## config.mk

```make
export PLATFORM = sky130hd
export DESIGN_NAME = periodic_task_table_core
export DESIGN_NICKNAME = d
export VERILOG_FILES = /design/src/hdl/ptt_pkg.sv /design/src/hdl/ptt_alu.sv /design/src/hdl/ptt_seq.sv /design/src/hdl/periodic_task_table_core.sv
export SDC_FILE = /design/constraint.sdc
export NUM_CORES = 2
export LEC_CHECK = 0
export BUFFER_PORTS_ARGS = -buffer_cell sky130_fd_sc_hd__buf_2
export CAP_MARGIN = 10
export CORE_MARGIN = 5
export CORE_UTILIZATION = 35
export CTS_BUF_LIST = sky130_fd_sc_hd__clkbuf_4 sky130_fd_sc_hd__clkbuf_8 sky130_fd_sc_hd__clkbuf_16
export DETAILED_ROUTE_END_ITERATION = 10
export PLACE_DENSITY_LB_ADDON = 0.3
export SLEW_MARGIN = 10
export SYNTH_ARGS = -nofsm -noshare
export SYNTH_HDL_FRONTEND = slang
export SYNTH_HIERARCHICAL = 1
export SYNTH_SLANG_ARGS = --single-unit
```

## constraint.sdc

```tcl
create_clock -name clock -period 11 [get_ports clock]
set_input_delay 1.1 -clock clock [delete_from_list [all_inputs] [get_ports clock]]
set_output_delay 1.1 -clock clock [all_outputs]
set_load 0.02 [all_outputs]
```

## src/hdl/ptt_pkg.sv

```systemverilog
// Shared types, codes and constants of the periodic task table.
package ptt_pkg;

   localparam int TABLE_SLOTS_DEFAULT = 16;
   localparam int MAX_RESULTS = 16;
   localparam int TPS_W = 10;
   localparam int INTERVAL_W = 26;
   localparam logic [TPS_W-1:0] TPS_RESET = 10'd100;

   localparam logic [1:0] REQ_ADD = 2'd0;
   localparam logic [1:0] REQ_REMOVE = 2'd1;
   localparam logic [1:0] REQ_TICK = 2'd2;

   localparam logic [2:0] KIND_ADDED = 3'd0;
   localparam logic [2:0] KIND_FULL = 3'd1;
   localparam logic [2:0] KIND_REMOVED = 3'd2;
   localparam logic [2:0] KIND_IGNORED = 3'd3;
   localparam logic [2:0] KIND_FIRED = 3'd4;
   localparam logic [2:0] KIND_NONE = 3'd5;

   typedef struct packed {
      logic [1:0] req_type;
      logic [15:0] period_secs;
      logic [7:0] task_index;
      logic signed [31:0] tick_now;
   } req_word_type;

   typedef struct packed {
      logic [2:0] result_kind;
      logic [3:0] slot_index;
      logic [31:0] run_count;
      logic last;
   } rsp_word_type;

   typedef struct packed {
      logic valid;
      rsp_word_type word;
   } emit_type;

   typedef enum logic [5:0] {
      ST_IDLE = 6'b000001,
      ST_ADD = 6'b000010,
      ST_REMOVE = 6'b000100,
      ST_READ = 6'b001000,
      ST_EVAL = 6'b010000,
      ST_FLUSH = 6'b100000
   } seq_state_type;

   typedef enum logic {
      ALU_SCALE = 1'b0,
      ALU_CHECK = 1'b1
   } alu_op_type;

   typedef struct packed {
      alu_op_type op;
      logic [15:0] isec;
      logic [TPS_W-1:0] tps;
      logic [31:0] now;
      logic [31:0] prev_tick;
      logic [INTERVAL_W-1:0] interval;
      logic [31:0] runs;
   } alu_in_type;

   typedef struct packed {
      logic [INTERVAL_W-1:0] product;
      logic fire;
      logic [31:0] runs_next;
   } alu_out_type;

endpackage

```

## src/hdl/ptt_alu.sv

```systemverilog
// Shared arithmetic unit: interval scaling and the per-slot due check.
module ptt_alu (
   input ptt_pkg::alu_in_type alu_in,
   output ptt_pkg::alu_out_type alu_out
);

   logic [31:0] diff;

   assign diff = alu_in.now - alu_in.prev_tick;

   always_comb begin
      alu_out = '0;
      case (alu_in.op)
         ptt_pkg::ALU_SCALE: begin
            alu_out.product = ptt_pkg::INTERVAL_W'(
               {10'b0, alu_in.isec} * {16'b0, alu_in.tps});
         end
         ptt_pkg::ALU_CHECK: begin
            // A negative wrapped difference never fires.
            alu_out.fire = !diff[31] && (diff >= {6'b0, alu_in.interval});
            alu_out.runs_next = alu_in.runs + 32'd1;
         end
         default: begin
            alu_out = '0;
         end
      endcase
   end

endmodule

```

## src/hdl/ptt_seq.sv

```systemverilog
// Sequencer with the slot store: add, remove and the slot-by-slot tick scan.
module ptt_seq #(
   parameter int TABLE_SLOTS = ptt_pkg::TABLE_SLOTS_DEFAULT
) (
   input logic clock,
   input logic reset,
   input logic req_valid,
   input ptt_pkg::req_word_type req_word,
   output logic req_stall,
   input logic [ptt_pkg::TPS_W-1:0] tps,
   input logic out_free,
   output ptt_pkg::emit_type emit
);

   localparam int SW = (TABLE_SLOTS > 1) ? $clog2(TABLE_SLOTS) : 1;
   localparam int UW = $clog2(TABLE_SLOTS + 1);
   localparam int CW = $clog2(ptt_pkg::MAX_RESULTS + 1);
   localparam int IW = ptt_pkg::INTERVAL_W;

   ptt_pkg::seq_state_type state_ff, state_in;
   ptt_pkg::req_word_type req_ff, req_in;
   logic [UW-1:0] used_ff, used_in;
   logic [TABLE_SLOTS-1:0] active_ff, active_in;
   logic [SW-1:0] scan_ff, scan_in;
   logic [CW-1:0] count_ff, count_in;
   logic pend_valid_ff, pend_valid_in;
   logic [SW-1:0] pend_slot_ff, pend_slot_in;
   logic [31:0] pend_runs_ff, pend_runs_in;

   logic [IW-1:0] interval_mem [TABLE_SLOTS];
   logic [31:0] last_mem [TABLE_SLOTS];
   logic [31:0] runs_mem [TABLE_SLOTS];
   logic [IW-1:0] rd_interval_ff;
   logic [31:0] rd_last_ff;
   logic [31:0] rd_runs_ff;

   logic int_we;
   logic run_we;
   logic [SW-1:0] wr_addr;
   logic [IW-1:0] int_wdata;
   logic [31:0] last_wdata;
   logic [31:0] runs_wdata;
   logic advance;

   ptt_pkg::alu_in_type alu_in;
   ptt_pkg::alu_out_type alu_out;

   always_comb begin
      alu_in.op = (state_ff == ptt_pkg::ST_ADD) ? ptt_pkg::ALU_SCALE : ptt_pkg::ALU_CHECK;
      alu_in.isec = req_ff.period_secs;
      alu_in.tps = tps;
      alu_in.now = unsigned'(req_ff.tick_now);
      alu_in.prev_tick = rd_last_ff;
      alu_in.interval = rd_interval_ff;
      alu_in.runs = rd_runs_ff;
   end

   ptt_alu u_alu (
      .alu_in(alu_in),
      .alu_out(alu_out)
   );

   assign req_stall = (state_ff != ptt_pkg::ST_IDLE);

   always_comb begin
      state_in = state_ff;
      req_in = req_ff;
      used_in = used_ff;
      active_in = active_ff;
      scan_in = scan_ff;
      count_in = count_ff;
      pend_valid_in = pend_valid_ff;
      pend_slot_in = pend_slot_ff;
      pend_runs_in = pend_runs_ff;
      emit = '0;
      int_we = 1'b0;
      run_we = 1'b0;
      wr_addr = scan_ff;
      int_wdata = alu_out.product;
      last_wdata = unsigned'(req_ff.tick_now);
      runs_wdata = alu_out.runs_next;
      advance = 1'b1;

      case (state_ff)
         ptt_pkg::ST_IDLE: begin
            if (req_valid) begin
               req_in = req_word;
               case (req_word.req_type)
                  ptt_pkg::REQ_ADD: begin
                     state_in = ptt_pkg::ST_ADD;
                  end
                  ptt_pkg::REQ_REMOVE: begin
                     state_in = ptt_pkg::ST_REMOVE;
                  end
                  ptt_pkg::REQ_TICK: begin
                     scan_in = '0;
                     count_in = '0;
                     pend_valid_in = 1'b0;
                     state_in = (used_ff == '0) ? ptt_pkg::ST_FLUSH : ptt_pkg::ST_READ;
                  end
                  default: begin
                     state_in = ptt_pkg::ST_IDLE;
                  end
               endcase
            end
         end
         ptt_pkg::ST_ADD: begin
            if (out_free) begin
               state_in = ptt_pkg::ST_IDLE;
               emit.valid = 1'b1;
               emit.word.last = 1'b1;
               if (used_ff >= UW'(TABLE_SLOTS)) begin
                  emit.word.result_kind = ptt_pkg::KIND_FULL;
               end else begin
                  int_we = 1'b1;
                  run_we = 1'b1;
                  wr_addr = used_ff[SW-1:0];
                  last_wdata = '0;
                  runs_wdata = '0;
                  active_in[used_ff[SW-1:0]] = 1'b1;
                  used_in = used_ff + UW'(1);
                  emit.word.result_kind = ptt_pkg::KIND_ADDED;
                  emit.word.slot_index = 4'(used_ff);
               end
            end
         end
         ptt_pkg::ST_REMOVE: begin
            if (out_free) begin
               state_in = ptt_pkg::ST_IDLE;
               emit.valid = 1'b1;
               emit.word.last = 1'b1;
               if (req_ff.task_index >= 8'(used_ff)) begin
                  emit.word.result_kind = ptt_pkg::KIND_IGNORED;
               end else begin
                  active_in[req_ff.task_index[SW-1:0]] = 1'b0;
                  emit.word.result_kind = ptt_pkg::KIND_REMOVED;
                  emit.word.slot_index = 4'(req_ff.task_index);
               end
            end
         end
         ptt_pkg::ST_READ: begin
            state_in = ptt_pkg::ST_EVAL;
         end
         ptt_pkg::ST_EVAL: begin
            if (active_ff[scan_ff] && alu_out.fire) begin
               if ((count_ff < CW'(ptt_pkg::MAX_RESULTS)) && pend_valid_ff && !out_free) begin
                  advance = 1'b0;
               end else begin
                  run_we = 1'b1;
                  if (count_ff < CW'(ptt_pkg::MAX_RESULTS)) begin
                     // The held word is known not to be the final one now.
                     if (pend_valid_ff) begin
                        emit.valid = 1'b1;
                        emit.word.result_kind = ptt_pkg::KIND_FIRED;
                        emit.word.slot_index = 4'(pend_slot_ff);
                        emit.word.run_count = pend_runs_ff;
                     end
                     pend_valid_in = 1'b1;
                     pend_slot_in = scan_ff;
                     pend_runs_in = alu_out.runs_next;
                     count_in = count_ff + CW'(1);
                  end
               end
            end
            if (advance) begin
               if (UW'(scan_ff) + UW'(1) == used_ff) begin
                  state_in = ptt_pkg::ST_FLUSH;
               end else begin
                  scan_in = scan_ff + SW'(1);
                  state_in = ptt_pkg::ST_READ;
               end
            end
         end
         ptt_pkg::ST_FLUSH: begin
            if (out_free) begin
               state_in = ptt_pkg::ST_IDLE;
               emit.valid = 1'b1;
               emit.word.last = 1'b1;
               if (pend_valid_ff) begin
                  emit.word.result_kind = ptt_pkg::KIND_FIRED;
                  emit.word.slot_index = 4'(pend_slot_ff);
                  emit.word.run_count = pend_runs_ff;
               end else begin
                  emit.word.result_kind = ptt_pkg::KIND_NONE;
               end
            end
         end
         default: begin
            state_in = ptt_pkg::ST_IDLE;
         end
      endcase
   end

   always_ff @(posedge clock) begin
      if (reset) begin
         state_ff <= ptt_pkg::ST_IDLE;
         used_ff <= '0;
         active_ff <= '0;
         pend_valid_ff <= 1'b0;
         count_ff <= '0;
      end else begin
         state_ff <= state_in;
         used_ff <= used_in;
         active_ff <= active_in;
         pend_valid_ff <= pend_valid_in;
         count_ff <= count_in;
      end
   end

   always_ff @(posedge clock) begin
      req_ff <= req_in;
      scan_ff <= scan_in;
      pend_slot_ff <= pend_slot_in;
      pend_runs_ff <= pend_runs_in;
   end

   always_ff @(posedge clock) begin
      if (int_we) begin
         interval_mem[wr_addr] <= int_wdata;
      end
      if (run_we) begin
         last_mem[wr_addr] <= last_wdata;
         runs_mem[wr_addr] <= runs_wdata;
      end
      if (state_ff == ptt_pkg::ST_READ) begin
         rd_interval_ff <= interval_mem[scan_ff];
         rd_last_ff <= last_mem[scan_ff];
         rd_runs_ff <= runs_mem[scan_ff];
      end
   end

endmodule

```

## src/hdl/periodic_task_table_core.sv

```systemverilog
// Top level of the periodic task table: configuration, sequencer and result register.
//
// The block keeps a table of TABLE_SLOTS periodic tasks. An add word scales
// its interval in seconds by the ticks-per-second register and fills the
// next unused slot; slots are never reused, so once every slot has been
// handed out each further add is answered with table full. A remove word
// marks a slot inactive. A tick word carries the current tick count and is
// checked against every used, active slot in ascending order; each slot that
// is due yields one task-fired result word, up to MAX_RESULTS per tick, and a
// tick that fires nothing yields a single none-fired word. The last result
// word of every request has its last flag set. Sequence: an add or a remove
// passes through its own state, which loads the result word into the output
// register once that register is free; a tick visits each used slot in a
// read state and then an evaluate state, since the single slot store read
// port and the shared compare unit serve one slot at a time, and ends in a
// flush state that loads its final word. The undefined request code is
// taken and gives no result. The block takes one request at a time and holds
// req_stall high until the request's final result word has been loaded into
// the output register; a stalled result side holds the scan where it stands.
module periodic_task_table_core #(
   parameter int TABLE_SLOTS = ptt_pkg::TABLE_SLOTS_DEFAULT
) (
   input logic clock,
   input logic reset,
   input logic req_valid,
   output logic req_stall,
   input ptt_pkg::req_word_type req_word,
   output logic rsp_valid,
   input logic rsp_stall,
   output ptt_pkg::rsp_word_type rsp_word,
   input logic csr_wr_en,
   input logic [ptt_pkg::TPS_W-1:0] csr_wr_data
);

   // Ticks per second; it only affects tasks added after it is written.
   logic [ptt_pkg::TPS_W-1:0] tps_ff;

   // Output register: a result word waits here while the next one is formed.
   logic rsp_valid_ff;
   ptt_pkg::rsp_word_type rsp_word_ff;
   logic out_free;
   ptt_pkg::emit_type emit;

   // The sequencer may load a new word when the register is empty or is
   // being emptied in this very cycle.
   assign out_free = !rsp_valid_ff || !rsp_stall;

   ptt_seq #(
      .TABLE_SLOTS(TABLE_SLOTS)
   ) u_seq (
      .clock(clock),
      .reset(reset),
      .req_valid(req_valid),
      .req_word(req_word),
      .req_stall(req_stall),
      .tps(tps_ff),
      .out_free(out_free),
      .emit(emit)
   );

   always_ff @(posedge clock) begin
      if (reset) begin
         tps_ff <= ptt_pkg::TPS_RESET;
      end else if (csr_wr_en) begin
         tps_ff <= csr_wr_data;
      end
   end

   always_ff @(posedge clock) begin
      if (reset) begin
         rsp_valid_ff <= 1'b0;
      end else if (emit.valid) begin
         rsp_valid_ff <= 1'b1;
      end else if (!rsp_stall) begin
         rsp_valid_ff <= 1'b0;
      end
   end

   always_ff @(posedge clock) begin
      if (emit.valid) begin
         rsp_word_ff <= emit.word;
      end
   end

   assign rsp_valid = rsp_valid_ff;
   assign rsp_word = rsp_word_ff;

endmodule
```

==> impl_results.md <==
* Post-synth ARST share at 0%
* Worst Reg2Reg Path Length in Cells at 25
* Max frequency at 132 MHz
* Drt total wl at 175 mm
* CTS max path bufs at 3
* Synth warnings at 6
* Number of remaining DRC errors at 0
* CTS Hold Bufs at 0
* Antenna violations before repair at 10
* Final hold vios at 0
* P_sw at 0.00425 W
* Sequential area share after synthesis at 70.4%
* CTS tree: done
* Reg2Reg Setup Slack at 3.43 ns
* Outcome: finished, final reports clean
* Starting Density at 35.3%
* Postcts setup bufs at 0
* TritonCTS Buffers at 173
* Most frequent CP cell: o21ai_0
* Die Ht at 465 um
* Post-cts sizing count at 0
* Min-delay src: req_word[14]
* Critical path peak fanout at 41
* Worst R2R Start: u_seq/alu_in[90]
* Total Power at 0.0159 W
* Largest net degree at the start of global routing at 154
* Placement Rows at 166
* Skew final at 0.0510 ns
* Gr ovfl total at 0
* Die width at 465 um
* Top_reg_cell synth: edfxtp_1
* Hold Path Class: input port to flip-flop
* Worst slew pin tran at 1.23 ns
* Crit share post-route at 68.8%
* Leakage at 26.9 nW
* Worst setup startpoint: u_seq/alu_in[90]
* Sequential power share at 46.4%
* Fraction of layout cells with a size suffix above 1 at 23.9%
* Data arrival, critical path at 7.98 ns
* Worst Hold Depth at 1
* Critical path class: flip-flop to flip-flop
* I/O Buffers at 114
* Slowest cell on the critical path: nor2_4
* Top delay family on crit path: compound AO/OA/AOI/OAI gates
* First-pass GRT wire length at 257 mm
* Nets at 4298
* Setup-failing EPs final at 0
* Vias per std cell at 5.24
* Slew Limit Headroom at 17.7%
* Syn nets at 4108
* Sinks on Clock Net at 1710
* Placed cell count at 6493
* FF+latch count, synth at 1710
* Vias in the first global route at 37.1k
* RR Endpoint: u_seq/runs_mem[13][7]
* PwrDens at 193 nW/um^2
* Yosys cell types at 79
* Worst path required time at 11.41 ns
* H-tree levels at 4
* Final Core Density at 40.1%
* DP Worst Slack at 3.43 ns
* EDFF count, synth at 1666
* Max_cap viols at 0
* Setup ws final at 3.43 ns
* Worst setup EP type: flip-flop
* Overall routing resource usage at 16.1%
* Reg clk slew, reported paths at 0.06 ns
* Core ar. at 205000 sq um
* Max Slew Vio Count at 0
* Max VDD drop at 0.000177 V
* Detailed-route via count at 35.7k
* Initial DRC Count at 3342
* Period minus WS final at 7.57 ns
* Fin cells at 6821
* Global placer's final weighted congestion at 0.832
* CP bufs+invs at 3
* Post-Syn Area at 72400 sq um
* Clock Latency Late Sink at 0.81 ns
* Synth Instances at 3794
* Area Growth Syn to Fin at 13.7%
* WHS Endpoint: u_seq/alu_in[104]
* RSZ-0062 raised after global routing: no
* Top Ports at 115
* DPL Wire Length at 103 mm
* Post-DR wirelength/cell at 25.7 um
* Setup_tns at 0 ns
* Clock power share at 37.4%
* Sw Share at 26.8%
* Root Buffer: clkbuf_16
* Die area at 216000 sq um
* Internal power at 0.0116 W
* First-pass DRT Iterations at 5
* Logic pwr share at 16.2%
* Antenna viol nets, final at 0
* CP Launch Type: flip-flop
* Avg Inst Size Synth at 19.1 sq um
* Max incr delay on CP at 0.83 ns
## worst max-delay path by stage
stage	end	depth (start not counted)
after floorplan	u_seq/last_mem[1][0]	25
after global placement	u_seq/runs_mem[13][14]	25
after detailed placement	u_seq/runs_mem[13][15]	25
after CTS	u_seq/runs_mem[13][7]	25
after global routing	u_seq/runs_mem[13][7]	25
final	u_seq/runs_mem[13][7]	25
## metrics by stage
step | hold WS, ns | cell area (sq um)
after floorplan | 0.424 | 72400
after global placement | 0.448 | 76400
after detailed placement | 0.467 | 76400
after CTS | 0.403 | 82200
after global routing | 0.419 | 82200
final | 0.471 | 82200
## cells in the final DEF (no fill, tap or decap), types with 24 or more instances in the layout
cell	n
nand3_1	41
o21ai_0	44
fa_1	111
nor2b_1	71
buf_4	71
a21oi_1	88
nor2_1	96
xor2_1	37
inv_1	208
a21o_1	37
nor3_1	24
nand2_1	164
clkinv_2	34
and2_1	117
clkinv_1	37
xnor2_1	39
buf_2	115
edfxtp_1	1666
dfxtp_1	44
mux4_2	452
ha_1	130
clkbuf_4	34
nor2_4	29
clkbuf_16	173
## registers in the layout, indices dropped and copies added (netlist names), 32 cells and up
register,cells
u_seq/last_mem,512
u_seq/runs_mem,512
u_seq/interval_mem,416
u_seq/alu_in,48
rsp_word,40
u_seq/pend_runs_ff,32
u_seq/rd_last_ff,32
u_seq/rd_runs_ff,32
## power groups by stage
| stage | registers, W | logic (W) | clock network, W |
|---|---|---|---|
| after floorplan | 0.00744 | 0.00173 | 0 |
| after global placement | 0.00749 | 0.00255 | 0 |
| after detailed placement | 0.00749 | 0.00255 | 0 |
| after CTS | 0.00736 | 0.00257 | 0.00608 |
| after global routing | 0.00736 | 0.00287 | 0.00636 |
| final | 0.00736 | 0.00257 | 0.00593 |
## routing by layer
| metal | share of wire [%] | wire length [um] | track usage, % | vias up |
|---|---|---|---|---|
| met5 | 0.0063 | 11 | 0 | - |
| met1 | 45 | 79500 | 23.4 | 19064 |
| met4 | 2.3 | 3960 | 3.97 | 2 |
| li1 | - | - | - | 15384 |
| met3 | 6.2 | 10900 | 3.41 | 239 |
| met2 | 46 | 80700 | 24.8 | 1025 |
## area by class of cell
type	instances	area, sq um
fill	18302	123000
sequential	1710	50900
multi-input combinational	1698	20200
clock buffer	207	4580
tap	2688	3360
clock inverter	111	1210
timing repair buffer	189	1170
inverter	212	808
antenna	6	15.0
## cells by family after synthesis
| kind of cell | Yosys count | share of synthesized area, % |
|---|---|---|
| AOI/OAI and AO/OA | 275 | 2.51 |
| xor gates and xnor gates | 76 | 0.920 |
| adders and majority gates | 241 | 5.32 |
| buffers and inverters | 386 | 2.14 |
| DFF | 1710 | 70.4 |
| muxes | 464 | 14.2 |
| and+or+nand+nor | 642 | 4.52 |
## Yosys cell counts, types with 4 or more instances
| master | count | share of area, % |
|---|---|---|
| nor3_1 | 28 | 0.19 |
| o211ai_1 | 6 | 0.062 |
| nor4_1 | 9 | 0.078 |
| nand4_1 | 14 | 0.12 |
| or3_1 | 11 | 0.095 |
| and2_1 | 117 | 1.0 |
| fa_1 | 111 | 3.1 |
| nor2_1 | 125 | 0.65 |
| a211oi_1 | 12 | 0.12 |
| nand2b_1 | 12 | 0.10 |
| a221o_1 | 4 | 0.055 |
| nand3_1 | 41 | 0.28 |
| o21ai_0 | 44 | 0.30 |
| mux4_2 | 452 | 14 |
| nor4b_1 | 4 | 0.048 |
| nand3b_1 | 6 | 0.062 |
| dfxtp_1 | 44 | 1.2 |
| clkbuf_1 | 110 | 0.57 |
| nand2_1 | 164 | 0.85 |
| buf_6 | 4 | 0.062 |
| buf_2 | 43 | 0.30 |
| edfxtp_1 | 1666 | 69 |
| o21a_1 | 7 | 0.073 |
| ha_1 | 130 | 2.2 |
| o31ai_1 | 10 | 0.10 |
| and3_1 | 16 | 0.14 |
| xnor2_1 | 39 | 0.47 |
| nor2b_1 | 75 | 0.65 |
| o41ai_1 | 5 | 0.061 |
| a21o_1 | 37 | 0.38 |
| mux2i_1 | 12 | 0.17 |
| a31oi_1 | 7 | 0.061 |
| buf_1 | 14 | 0.073 |
| a21oi_1 | 88 | 0.61 |
| xor2_1 | 37 | 0.45 |
| inv_1 | 211 | 1.1 |
| o21bai_1 | 4 | 0.042 |
Note: power is estimated with default switching activity, not from simulation.
